==> src/rtl/bptc_pkg.sv <==
`default_nettype none

package bptc_pkg;

  // Field widths of the raw conversions, calibration words and results.
  localparam int RAW_W    = 24;
  localparam int CAL_W    = 16;
  localparam int TEMP_W   = 19;
  localparam int PRES_W   = 32;
  localparam int CFG_IDX_W = 3;

  // Internal widths: temperature difference, first products, dT squared,
  // squared temperature offsets, offset and sensitivity, full pressure product.
  localparam int DT_W   = 25;
  localparam int MUL_W  = 42;
  localparam int DD_W   = 50;
  localparam int DDS_W  = 48;
  localparam int SQ_W   = 38;
  localparam int F_W    = 35;
  localparam int T2_W   = 17;
  localparam int OFF_W  = 40;
  localparam int LO_W   = 44;
  localparam int HI_W   = 45;
  localparam int PROD_W = 64;

  // Temperature thresholds in hundredths of a degree.
  localparam logic signed [TEMP_W-1:0] TEMP_REF   = 19'sd2000;
  localparam logic signed [TEMP_W-1:0] TEMP_VCOLD = -19'sd1500;

  // Calibration register indexes.
  typedef enum logic [CFG_IDX_W-1:0] {
    REG_SENS      = 3'd0,
    REG_OFF       = 3'd1,
    REG_SENS_TEMP = 3'd2,
    REG_OFF_TEMP  = 3'd3,
    REG_TEMP_REF  = 3'd4,
    REG_TEMP_SENS = 3'd5
  } cfg_idx_t;

  // Calibration words as held in the register file.
  typedef struct packed {
    logic [CAL_W-1:0] sens_coeff;
    logic [CAL_W-1:0] offset_coeff;
    logic [CAL_W-1:0] sens_temp_coeff;
    logic [CAL_W-1:0] offset_temp_coeff;
    logic [CAL_W-1:0] ref_temp_word;
    logic [CAL_W-1:0] temp_slope_coeff;
  } cal_t;

  // Compensated sample handed from the temperature path to the pressure path.
  typedef struct packed {
    logic                     valid;
    logic [RAW_W-1:0]         raw_pressure;
    logic signed [TEMP_W-1:0] temp;
    logic signed [OFF_W-1:0]  off;
    logic signed [OFF_W-1:0]  sens;
  } comp_t;

endpackage

`default_nettype wire

==> src/rtl/bptc_cfg_regs.sv <==
`default_nettype none

module bptc_cfg_regs import bptc_pkg::*; (
  input  wire logic                 clk,
  input  wire logic                 rst_n,
  input  wire logic                 cfg_we,
  input  wire logic [CFG_IDX_W-1:0] cfg_index,
  input  wire logic [CAL_W-1:0]     cfg_data,
  output cal_t                      cal
);

  cal_t cal_r;
  cal_t cal_nxt;

  // Decode the register index; indexes beyond the list are ignored.
  always_comb begin
    cal_nxt = cal_r;
    if (cfg_we) begin
      case (cfg_idx_t'(cfg_index))
        REG_SENS:      cal_nxt.sens_coeff        = cfg_data;
        REG_OFF:       cal_nxt.offset_coeff      = cfg_data;
        REG_SENS_TEMP: cal_nxt.sens_temp_coeff   = cfg_data;
        REG_OFF_TEMP:  cal_nxt.offset_temp_coeff = cfg_data;
        REG_TEMP_REF:  cal_nxt.ref_temp_word     = cfg_data;
        REG_TEMP_SENS: cal_nxt.temp_slope_coeff  = cfg_data;
        default:       cal_nxt = cal_r;
      endcase
    end
  end

  always_ff @(posedge clk) begin
    if (!rst_n) begin
      cal_r <= '0;
    end else begin
      cal_r <= cal_nxt;
    end
  end

  assign cal = cal_r;

endmodule

`default_nettype wire

==> config.mk <==
export PLATFORM = sky130hd
export DESIGN_NAME = bptc_cfg_regs
export DESIGN_NICKNAME = d
export VERILOG_FILES = /design/src/rtl/bptc_pkg.sv /design/src/rtl/bptc_cfg_regs.sv
export SDC_FILE = /design/constraint.sdc
export NUM_CORES = 1
export LEC_CHECK = 0
export ABC_AREA = 1
export BUFFER_PORTS_ARGS = -buffer_cell sky130_fd_sc_hd__buf_2
export CAP_MARGIN = 20
export CORE_AREA = 2 2 104 106
export CTS_CLUSTER_DIAMETER = 150
export DETAILED_ROUTE_END_ITERATION = 6
export DIE_AREA = 0 0 106 108
export GPL_ROUTABILITY_DRIVEN = 0
export PLACE_DENSITY = 0.68
export SLEW_MARGIN = 20
export SYNTH_ARGS = -nofsm -noshare
export SYNTH_HDL_FRONTEND = slang
export SYNTH_SLANG_ARGS = --single-unit
==> constraint.sdc <==
create_clock -name clk -period 1 [get_ports clk]
set_input_delay 0.15 -clock clk [delete_from_list [all_inputs] [get_ports clk]]
set_output_delay 0.15 -clock clk [all_outputs]
set_load 0.02 [all_outputs]
## After elaboration in Yosys (flattened, before gate mapping)

Index checks and enable logic that the tools add are counted.

- Logic and storage cells: 18
- ROM bits: 0
- Input port bits: 22
- Flip-flop bits (word level): 96
- Bits in writable memories: 0
- Memories kept: 0
- Latch bits: 0

- Multiplexer cells: 0
- Bitwise operators: 0
- Divide/modulo/power cells: 0
- $mul: 0
- Reduce and logical (&&, ||, !) cells: 7
- Shift operators: 0
- Order comparisons: 0
- Equal/unequal tests: 5
- Add/sub/neg operators: 0

Operator list:

| kind | number |
|---|---|
| AND reduction 2 bit | 6 |
| == test 3 x 2 -> 1 bit, second input constant | 2 |
| == test 3 bit, second input constant | 2 |
| == test 3 x 1 -> 1 bit, second input constant | 1 |
| zero test 3 bit | 1 |

## Depth between registers and ports, before layout

- Depth in word-level cells: 2
- Depth in mapped cells: 6
- Gate-level depth less buffers: 5

## Worst setup path after synthesis

Ideal clock, no wire load.

- Kind: input to register
- Start point: input rst_n
- End point: register cal_r (netlist bit cal[72])
- Stages: 5
- Data arrival time: 0.857 ns
- Slack: 0.079 ns
- Buffers on the path: 3
- Required time: 0.936 ns
- Library setup time: 0.064 ns
- Cells stage by stage: buf_2 buf_2 buf_1 nand2_1 nor2_1

RTL lines:

| element | line | source |
|---|---|---|
| start, declared | bptc_cfg_regs.sv:5 | `input wire logic rst_n,` |
| end signal, assigned | bptc_cfg_regs.sv:35 | `cal_r <= cal_nxt;` |
| end, declared | bptc_cfg_regs.sv:12 | `cal_t cal_r;` |

## Worst setup path in the final report

- Start point: register cal_r (netlist bit cal[92])
- End point: output cal[92] (netlist bit)

RTL lines:

| element | line | source |
|---|---|---|
| end, declared | bptc_cfg_regs.sv:9 | `output cal_t cal` |

No word-level cell between the ends.

==> metrics.txt <==
met1 Track Usage GR a little over a quarter; Via Count a little under 4000; Layout Skew 0 ns; vias per cell a little under 5; DRT iter0 DRCs 263; Largest register FFs 96; Synthesis Warnings 0; CP delay by family, top flip-flops; crit-path max FO 2; Layout area overhead 50.0%; CP max stage delay 0.37 ns; post-DR wirelength/cell around 15 µm; Initial Utilization between 30 and 40%; first-pass GRT wire length approximately 19000 µm; Post-Route Setup TNS -0.00292 ns; Hold WC Path Type in2reg; worst-path cell chain buf_6; antenna fix cells 0; Clock Sink Count 96; Worst EP arrival 0.85 ns; CP Launch Type flip-flop; Yosys reg bits between 90 and 100; die area between 10000 and 15000 µm²; largest net degree at the start of global routing 40; layout net count between 700 and 800; Reg-to-Reg Start cal[95]; Syn Std Cell Area about 3900 µm²; root buf cell clkbuf_8; post-route ant nets 0; vias in the first global route approximately 3700; Cell variety after synth 12; die height around 110 µm; largest cells by area after synthesis dfxtp_1 50%, nor2_1 19%, nand3_1 12%; Final min period about 1 ns; final period utilization 100%; CP Capture Type output pin; clk_lat worst skew ~0.36 ns; busiest grt layer met2; Core Area about 10000 µm²; FP Rows 37; hold-fix buffers at CTS 0; worst slew pin tran about 0.40 ns; post-route worst setup slack -0.00292 ns; pwr/cell area around 1400 nW/µm²; peak supply drop slightly below 0.0008 V; share of post-route cells with drive strength above 1 between 40% and 50%; register area ~2000 µm²; H-tree depth 3; initial antenna violation count 0; status finished, violations left; DRC violations left 0; Seq/Total Area, Yosys between 40% and 50%; Cells after Synth about 550; fmax 997 MHz; pre-CTS setup slack -0.125 ns; area of the multi-input gates roughly 1700 µm²; failing checks negative setup slack; post-synth net total roughly 570; worst hold margin roughly 0.096 ns; Port Buffer Count 117; Hold Fails Final Rpt 0; CP required 0.85 ns; M3 GR Usage 4.28%; Worst Path Buf+Inv 1; grt total ovfl 0; Avg Inst Size Synth between 6 and 7 µm²; TritonCTS buffer count 9; hpwl dp 7840 µm; Setup CP Type reg2out; Total Wirelength between 10000 and 15000 µm; GR Util met2 between 30 and 40%; slowest CP cell dfxtp_2; GRT Resource Usage Total 21.2%; most common library cell in the layout ignoring fill and taps nor2_1; crit path from cal[92]; relative slew slack 73.3%; number of max-cap violations 0; First-pass DRT Iterations 5; RSZ-0062 raised after global routing true; filler cell count around 950; clk buf depth 2; I/O Pins 118; most frequent cells in the layout 192 x nor2_1, 101 x nand2_1, 96 x nand3_1, 96 x dfxtp_2, 93 x buf_6; CTS tree done; chip width roughly 110 µm; Yosys top cell by area dfxtp_1; Max Slew Vio Count 0; clk slew on worst S/H paths approximately 0.10 ns; leak pwr 2.62 nW; final setup fails 1; Synth top area share 49.8%; hold path start rst_n
[metrics by stage]
stage          total power, W  std cells  util [%]  cell area [µm²]
4_1_cts               0.00806        813      55.2             5650
2_1_floorplan         0.00480        552         -             3860
5_1_grt               0.00840        821      56.6             5790
6_report              0.00805        821      56.6             5790
3_3_place_gp          0.00523        789      46.5             4750
3_5_place_dp          0.00525        789      46.5             4750
[report_power, final]
group / internal [W] / switching, W / leakage [nW]
clock network: 0.00125 / 0.00141 / 0.0966
logic: 0.000569 / 0.000752 / 1.70
registers: 0.00398 / 0.000102 / 0.825
[final timing paths]
path         slack (ns)  endpoint  depth (start not counted)
max              -0.003   cal[92]                          1
min                 0.1   cal[12]                          3
min reg2reg        0.48   cal[60]                          2
max reg2reg        0.18   cal[95]                          4
[cell usage after synthesis]
library cell / instances
nor2_4: 6
dfxtp_1: 96
nor2_1: 193
buf_2: 22
nand2_2: 1
buf_4: 6
inv_1: 20
nor2_2: 3
nand2_1: 101
inv_2: 2
buf_1: 6
nand3_1: 96
[worst min-delay path, delay by kind of cell]
kind          cells  cell delay (ns)
buf+inv           1             0.16
simple gates      2             0.13
[per-layer routing]
layer,share of wire [%],vias to the layer above
li1,-,1965
met1,42,1805
met2,50,150
met3,6.1,22
met4,2.0,0
met5,0,-
[repair_timing]
item	4_1_cts	5_1_grt
gates resized for setup	261	24
endpoints found under the setup margin	96	90
setup buffers	8	8
[kinds of logic after synthesis]
family,after synthesis,synth area share [%]
buffers and inverters,56,6.74
DFF,96,49.8
and+or+nand+nor,400,43.4
[cell type report]
cell class / instances / share of cell area, %
sequential: 96 / 35.3
multi-input combinational: 400 / 29.1
timing repair buffer: 151 / 27.7
tap: 136 / 2.94
clock buffer: 11 / 2.44
inverter: 22 / 1.43
clock inverter: 5 / 1.08
No activity file was read; power rests on OpenSTA's default activity.
