`config.mk`:
```
export PLATFORM = sky130hd
export DESIGN_NAME = bptc_press_path
export DESIGN_NICKNAME = d
export VERILOG_FILES = /design/src/rtl/bptc_pkg.sv /design/src/rtl/bptc_press_path.sv
export SDC_FILE = /design/constraint.sdc
export NUM_CORES = 2
export LEC_CHECK = 0
export ABC_AREA = 0
export ABC_CLOCK_PERIOD_IN_PS = 8800
export BUFFER_PORTS_ARGS = -buffer_cell sky130_fd_sc_hd__buf_2
export CELL_PAD_IN_SITES_DETAIL_PLACEMENT = 1
export CELL_PAD_IN_SITES_GLOBAL_PLACEMENT = 1
export CORE_MARGIN = 2
export CORE_UTILIZATION = 25
export DETAILED_ROUTE_END_ITERATION = 10
export PLACE_DENSITY_LB_ADDON = 0.1
export SYNTH_ARGS = -nofsm -noshare
export SYNTH_HDL_FRONTEND = slang
export SYNTH_SLANG_ARGS = --single-unit
export TNS_END_PERCENT = 20
```
`constraint.sdc`:
```
create_clock -name clk -period 8.8 [get_ports clk]
set_clock_uncertainty 0.05 [all_clocks]
set_input_delay 0.44 -clock clk [delete_from_list [all_inputs] [get_ports clk]]
set_output_delay 0.44 -clock clk [all_outputs]
set_load 0.05 [all_outputs]
```
`src/rtl/bptc_pkg.sv`:
```
`default_nettype none

package bptc_pkg;

  // Field widths of the raw conversions, calibration words and results.
  localparam int RAW_W    = 24;
  localparam int CAL_W    = 16;
  localparam int TEMP_W   = 19;
  localparam int PRES_W   = 32;
  localparam int CFG_IDX_W = 3;

  // Internal widths: temperature difference, first products, dT squared,
  // squared temperature offsets, offset and sensitivity, full pressure product.
  localparam int DT_W   = 25;
  localparam int MUL_W  = 42;
  localparam int DD_W   = 50;
  localparam int DDS_W  = 48;
  localparam int SQ_W   = 38;
  localparam int F_W    = 35;
  localparam int T2_W   = 17;
  localparam int OFF_W  = 40;
  localparam int LO_W   = 44;
  localparam int HI_W   = 45;
  localparam int PROD_W = 64;

  // Temperature thresholds in hundredths of a degree.
  localparam logic signed [TEMP_W-1:0] TEMP_REF   = 19'sd2000;
  localparam logic signed [TEMP_W-1:0] TEMP_VCOLD = -19'sd1500;

  // Calibration register indexes.
  typedef enum logic [CFG_IDX_W-1:0] {
    REG_SENS      = 3'd0,
    REG_OFF       = 3'd1,
    REG_SENS_TEMP = 3'd2,
    REG_OFF_TEMP  = 3'd3,
    REG_TEMP_REF  = 3'd4,
    REG_TEMP_SENS = 3'd5
  } cfg_idx_t;

  // Calibration words as held in the register file.
  typedef struct packed {
    logic [CAL_W-1:0] sens_coeff;
    logic [CAL_W-1:0] offset_coeff;
    logic [CAL_W-1:0] sens_temp_coeff;
    logic [CAL_W-1:0] offset_temp_coeff;
    logic [CAL_W-1:0] ref_temp_word;
    logic [CAL_W-1:0] temp_slope_coeff;
  } cal_t;

  // Compensated sample handed from the temperature path to the pressure path.
  typedef struct packed {
    logic                     valid;
    logic [RAW_W-1:0]         raw_pressure;
    logic signed [TEMP_W-1:0] temp;
    logic signed [OFF_W-1:0]  off;
    logic signed [OFF_W-1:0]  sens;
  } comp_t;

endpackage

`default_nettype wire

```
`src/rtl/bptc_press_path.sv`:
```
`default_nettype none

module bptc_press_path import bptc_pkg::*; (
  input  wire logic                clk,
  input  wire logic                rst_n,
  input  wire comp_t               comp,
  output logic                     out_valid,
  output logic signed [TEMP_W-1:0] out_temp_centideg,
  output logic signed [PRES_W-1:0] out_pressure_out
);

  logic s7_valid_r, s8_valid_r, out_valid_r;

  logic signed [DT_W-1:0]   d1_s;
  logic signed [19:0]       sens_hi;
  logic signed [HI_W-1:0]   hi_nxt, s7_hi_r;
  logic [LO_W-1:0]          lo_nxt, s7_lo_r;
  logic signed [TEMP_W-1:0] s7_temp_r, s8_temp_r, out_temp_r;
  logic signed [OFF_W-1:0]  s7_off_r, s8_off_r;
  logic signed [PROD_W-1:0] prod_nxt, s8_prod_r, p_full;
  logic signed [PRES_W-1:0] out_pressure_r;

  // Stage 7: D1 * SENS as two partial products on the halves of SENS.
  always_comb begin
    d1_s    = {1'b0, comp.raw_pressure};
    sens_hi = comp.sens[OFF_W-1:20];
    hi_nxt  = HI_W'(d1_s) * HI_W'(sens_hi);
    lo_nxt  = LO_W'(comp.raw_pressure) * LO_W'(comp.sens[19:0]);
  end

  // Stage 8: add the partial products back together.
  always_comb begin
    prod_nxt = (PROD_W'(s7_hi_r) <<< 20) + signed'(PROD_W'(s7_lo_r));
  end

  // Stage 9: P = ((D1 * SENS >> 21) - OFF) >> 15, low 32 bits kept.
  always_comb begin
    p_full = (s8_prod_r >>> 21) - PROD_W'(s8_off_r);
  end

  always_ff @(posedge clk) begin
    if (!rst_n) begin
      s7_valid_r  <= 1'b0;
      s8_valid_r  <= 1'b0;
      out_valid_r <= 1'b0;
    end else begin
      s7_valid_r  <= comp.valid;
      s8_valid_r  <= s7_valid_r;
      out_valid_r <= s8_valid_r;
    end
  end

  always_ff @(posedge clk) begin
    s7_hi_r        <= hi_nxt;
    s7_lo_r        <= lo_nxt;
    s7_temp_r      <= comp.temp;
    s7_off_r       <= comp.off;
    s8_prod_r      <= prod_nxt;
    s8_temp_r      <= s7_temp_r;
    s8_off_r       <= s7_off_r;
    out_temp_r     <= s8_temp_r;
    out_pressure_r <= p_full[46:15];
  end

  assign out_valid         = out_valid_r;
  assign out_temp_centideg = out_temp_r;
  assign out_pressure_out  = out_pressure_r;

endmodule

`default_nettype wire

```
After elaboration in Yosys (flattened, before gate mapping)
Index checks and enable logic that the tools add are counted.

storage, ports and cells
  register bits after elaboration = 321
  bits of input ports = 126
  output and inout bits = 52
  word-level logic and storage cells = 16

cells by class
  add/sub/neg operators = 2
  multipliers = 2

operator list
  operator                      number
  adder 64 x 45 -> 64 bit       1
  multiplier 24 x 20 -> 44 bit  1
  multiplier 25 x 20 -> 44 bit  1
  subtractor 43 x 40 -> 44 bit  1

Longest topological paths before layout
  word-level depth = 1
  gate-level depth with buffers = 26
  mapped depth without buffers = 24

Least setup slack after synthesis
No wires, ideal clock.

  kind = input to register
  start point = input comp[31] (netlist name)
  end point = register s7_hi_r[41]
  setup time = 0.143 ns
  arrival time = 6.387 ns
  data required time = 8.607 ns
  path slack = 2.220 ns
  stages = 24
  path buffers = 2
  path through = clkbuf_1 > nand2_1 > fa_1 > inv_1 > fa_1 > inv_1 > fa_1 > inv_1 > fa_1 > fa_1 > fa_1 > inv_1 > fa_1 > inv_1 > ha_1 > buf_2 > a21oi_1 > o221a_2 > nor2b_1 > a311o_1 > o211a_1 > a2111oi_2 > or2_1 > o211ai_1

on the way
  cells in the longest elaborated chain, start to end = 1

ends and longest elaborated chain
  element                       line                   text
  start: declaration            bptc_press_path.sv:6   input wire comp_t comp,
  multiplier 25 x 20 -> 44 bit  bptc_press_path.sv:27  hi_nxt = HI_W'(d1_s) * HI_W'(sens_hi);
  net hi_nxt[41]                bptc_press_path.sv:16  logic signed [HI_W-1:0] hi_nxt, s7_hi_r;
  end signal: assignment        bptc_press_path.sv:54  s7_hi_r <= hi_nxt;
  end: declaration              bptc_press_path.sv:16

The timed path passes the listed nets, and every way through them passes these cells.
A chain may end at the register's enable or synchronous reset.

Worst setup path in the final report
  start point = input comp[113] (netlist name)
  end point = register s7_hi_r[36]

Same word-level chain as after synthesis.

==> results.md <==
* Final setup viols at 0
* Sequential cell area fraction in the yosys report at 13.58%
* Syn Inst Count at 4518
* Initial Util at 25.11%
* RD Place Congestion at 0.7810
* Vias at between 20000 and 30000
* Vias in the first global route at 33610
* Max-Cap Viols at 0
* Initial antenna violation count at 11
* Worst R2R Path Depth at 10
* GR Overflow Total at 0
* Netlist cell types at 71
* Tcrit/Tclk final at 81.98%
* Fill cell count at 19120
* IO Port Bufs at 177
* DRT Wirelength at between 100000 and 150000 um
* Worst-margin pin slew at 0.9944 ns
* Max Fclk at about 140 MHz
* Post-CTS Setup Bufs at 0
* Synth Net Count at 5821
* TritonCTS buffer count at 29
* CP most frequent cell: fa_1
* Total die area at approximately 170000 um^2
* Critical Path Max Stage Delay at slightly below 0.6 ns
* Chip Width at between 400 and 500 um
* Core area at 164400 um^2
* Crit path time final at 7.215 ns
* Synthesized area per cell at 9.139 um^2
* DPL Wire Length at about 110000 um
* Hold depth at 0
* Largest net degree at the start of global routing at 31
* Crit-path max FO at 23
* DRT Pass-1 Iters at 4
* CP max-delay cell: o21ai_0
* DRC viols at 0
* Routed WL per cell at 20.29 um
* First-pass GRT wire length at 213100 um
* Worst Hold Class: reg -> reg
* Async set or reset register ratio after synthesis at 0%
* Post-DRT Antenna Nets at 0
* Worst Path Required at around 9.3 ns
* Clk Latency, worst-skew pair at 0.58 ns
* Register bit total from synthesis at 280
* H-tree Lvls at 1
* Cells along the critical path: buf_2 > buf_4 > nand2_1 > fa_1 > inv_1 > fa_1 > inv_1 > fa_1 > inv_1 > fa_1 > fa_1 > fa_1 > inv_1 > fa_1 > inv_1 > ha_1 > a21o_1 > a21oi_1 > o21bai_1 > a21oi_1 > o21ai_0 > nor4_1 > a2111oi_0 > and3_1
* Vert. Die Dim at 410.4 um
* Status: completed
* Root buffer cell: clkbuf_16
* Setup TNS at 0 ns
* Critical path startpoint category: primary input
* Unrepaired setup endpoints after global routing: no
* Post-cts sizing count at 0
* Post-CTS Hold Buffers at between 60 and 70
* Vias per cell at 4.356
* Number of I/O pins at 178
* Row count at 149
* Max-Slew Margin vs Limit at 33.71%
* Ys Warns at 0
* TritonCTS clock tree: yes
* Layout net count at 5920
* Slew Viols, Final at 0
* Clk buf depth at 3
* GRT Total Usage at 16.65%
* Detailed Route Iter0 Violations at 1120
* Final hold vios at 0
* Post-Syn Area at 41290 um^2
* Setup CP Type: in -> reg
* Num Clock Sinks at 280
* Fraction of final layout cells sized beyond drive strength 1 at 6.293%
* Critical path arrival at 7.69 ns
* Number of enable flip-flop cells after synthesis at 0
* Syn-to-layout area delta at 11.48%
* Worst setup EP type: flop
* Top FF cell, synth: dfxtp_1
* Clock-pin slew on the worst setup and hold paths at around 0.06 ns
-- synthesized netlist by cell type, types with 7 or more instances --
cell | n | share of area (%)
a211o_1 | 7 | 0.15
a211oi_1 | 11 | 0.20
a21o_1 | 80 | 1.5
a21oi_1 | 132 | 1.6
a31oi_1 | 20 | 0.30
and2_1 | 463 | 7.0
and3_1 | 29 | 0.44
and4_1 | 7 | 0.15
clkbuf_1 | 207 | 1.9
dfxtp_1 | 280 | 14
fa_1 | 785 | 38
ha_1 | 392 | 12
inv_1 | 948 | 8.6
nand2_1 | 567 | 5.2
nand2b_1 | 25 | 0.38
nand3_1 | 51 | 0.62
nand4_1 | 35 | 0.53
nor2_1 | 77 | 0.70
nor2b_1 | 18 | 0.27
nor3_1 | 29 | 0.35
o211ai_1 | 8 | 0.15
o21a_1 | 12 | 0.22
o21ai_0 | 69 | 0.84
o21bai_1 | 20 | 0.36
xnor2_1 | 74 | 1.6
xor2_1 | 47 | 1.0
-- sequential cells by signal (all words and copies together) (netlist names) --
| register | cells |
|---|---|
| s7_hi_r | 44 |
| s8_prod_r | 43 |
| s7_off_r | 40 |
| s8_off_r | 40 |
| out_pressure_out | 29 |
| s7_lo_r | 24 |
| out_temp_centideg | 19 |
| s7_temp_r | 19 |
| s8_temp_r | 19 |
| out_valid | 1 |
| s7_valid_r | 1 |
| s8_valid_r | 1 |
-- worst max-delay path, delay by kind of cell --
| family | cells | cell delay (ns) |
|---|---|---|
| adder cells (fa/ha/maj) | 8 | 3.84 |
| AO/OA/AOI/OAI | 6 | 1.67 |
| buffers and inverters | 7 | 1.25 |
| AND/OR/NAND/NOR | 3 | 0.45 |
-- routing by layer --
layer / part of all wire [%] / wire length, um / GRT usage [%] / vias to the layer above
met1: 52 / 72430 / 25.39 / 15430
met3: 2.6 / 3665 / 1.069 / 52
li1: - / - / - / 13920
met5: 0.0094 / 13 / 0 / -
met2: 44 / 61310 / 26.44 / 356
met4: 0.87 / 1209 / 1.711 / 2
-- cell usage in the layout, fill, tap and decap left out, types with 8 or more instances in the layout --
cell type	count
o211ai_1	8
and2_1	463
clkbuf_16	29
nor3_1	29
a21o_1	80
dlygate4sd3_1	62
a211oi_1	11
xor2_1	47
buf_4	46
inv_1	948
and3_1	29
nand2b_1	25
o21ai_0	69
o21a_1	12
fa_1	785
xnor2_1	74
a21oi_1	132
ha_1	392
nand3_1	51
buf_2	177
nand4_1	35
a31oi_1	20
nor2b_1	18
o21bai_1	20
nand2_1	567
dfxtp_1	280
nor2_1	77
-- area by class of cell --
| cell class | instances | area, um^2 | area share, % |
|---|---|---|---|
| multi-input cells | 3072 | 31290 | 67.98 |
| flip-flops and latches | 280 | 5605 | 12.18 |
| inverters | 948 | 3558 | 7.731 |
| well taps | 2189 | 2739 | 5.950 |
| repair buffers | 286 | 1872 | 4.067 |
| clock buffers | 33 | 750.7 | 1.631 |
| clock inverters | 21 | 205.2 | 0.4458 |
| diodes | 3 | 7.507 | 0.01631 |
-- final timing paths --
check	from	slack, ns	to
hold reg to reg	s8_temp_r[11]	0.27	out_temp_centideg[11]
hold / removal	s8_temp_r[11]	0.27	out_temp_centideg[11]
setup / recovery	comp[113]	1.59	s7_hi_r[36]
setup reg to reg	s8_off_r[20]	5.80	out_pressure_out[23]
-- stage by stage --
stage | hold WS [ns] | setup WS, ns | instance area, um^2 | std cells | util (%)
6_report | 0.2728 | 1.585 | 46030 | 6832 | 27.99
5_1_grt | 0.2830 | 1.206 | 46020 | 6830 | 27.99
4_1_cts | 0.2741 | 1.643 | 46020 | 6829 | 27.99
3_5_place_dp | 0.2632 | 0.9998 | 44440 | 6713 | 27.03
3_3_place_gp | 0.2595 | 1.058 | 44440 | 6713 | 27.03
2_1_floorplan | 0.2596 | 2.220 | 41290 | 4518 | -
-- logic make-up (layout without fill, tap and decap cells) --
group	count (synthesis)	count (layout)	share of synthesized area, %
buf+inv	1166	1288	10.64
fa+ha+maj	1177	1177	49.94
flops	280	280	13.58
xor+xnor	121	121	2.567
other cells	0	3	0
mux	2	2	0.04849
simple gates	1324	1324	15.99
compound gates	448	448	7.239
Power is not shown: default switching activity piles up to over one toggle a cycle in this logic, so the estimate is an artifact.
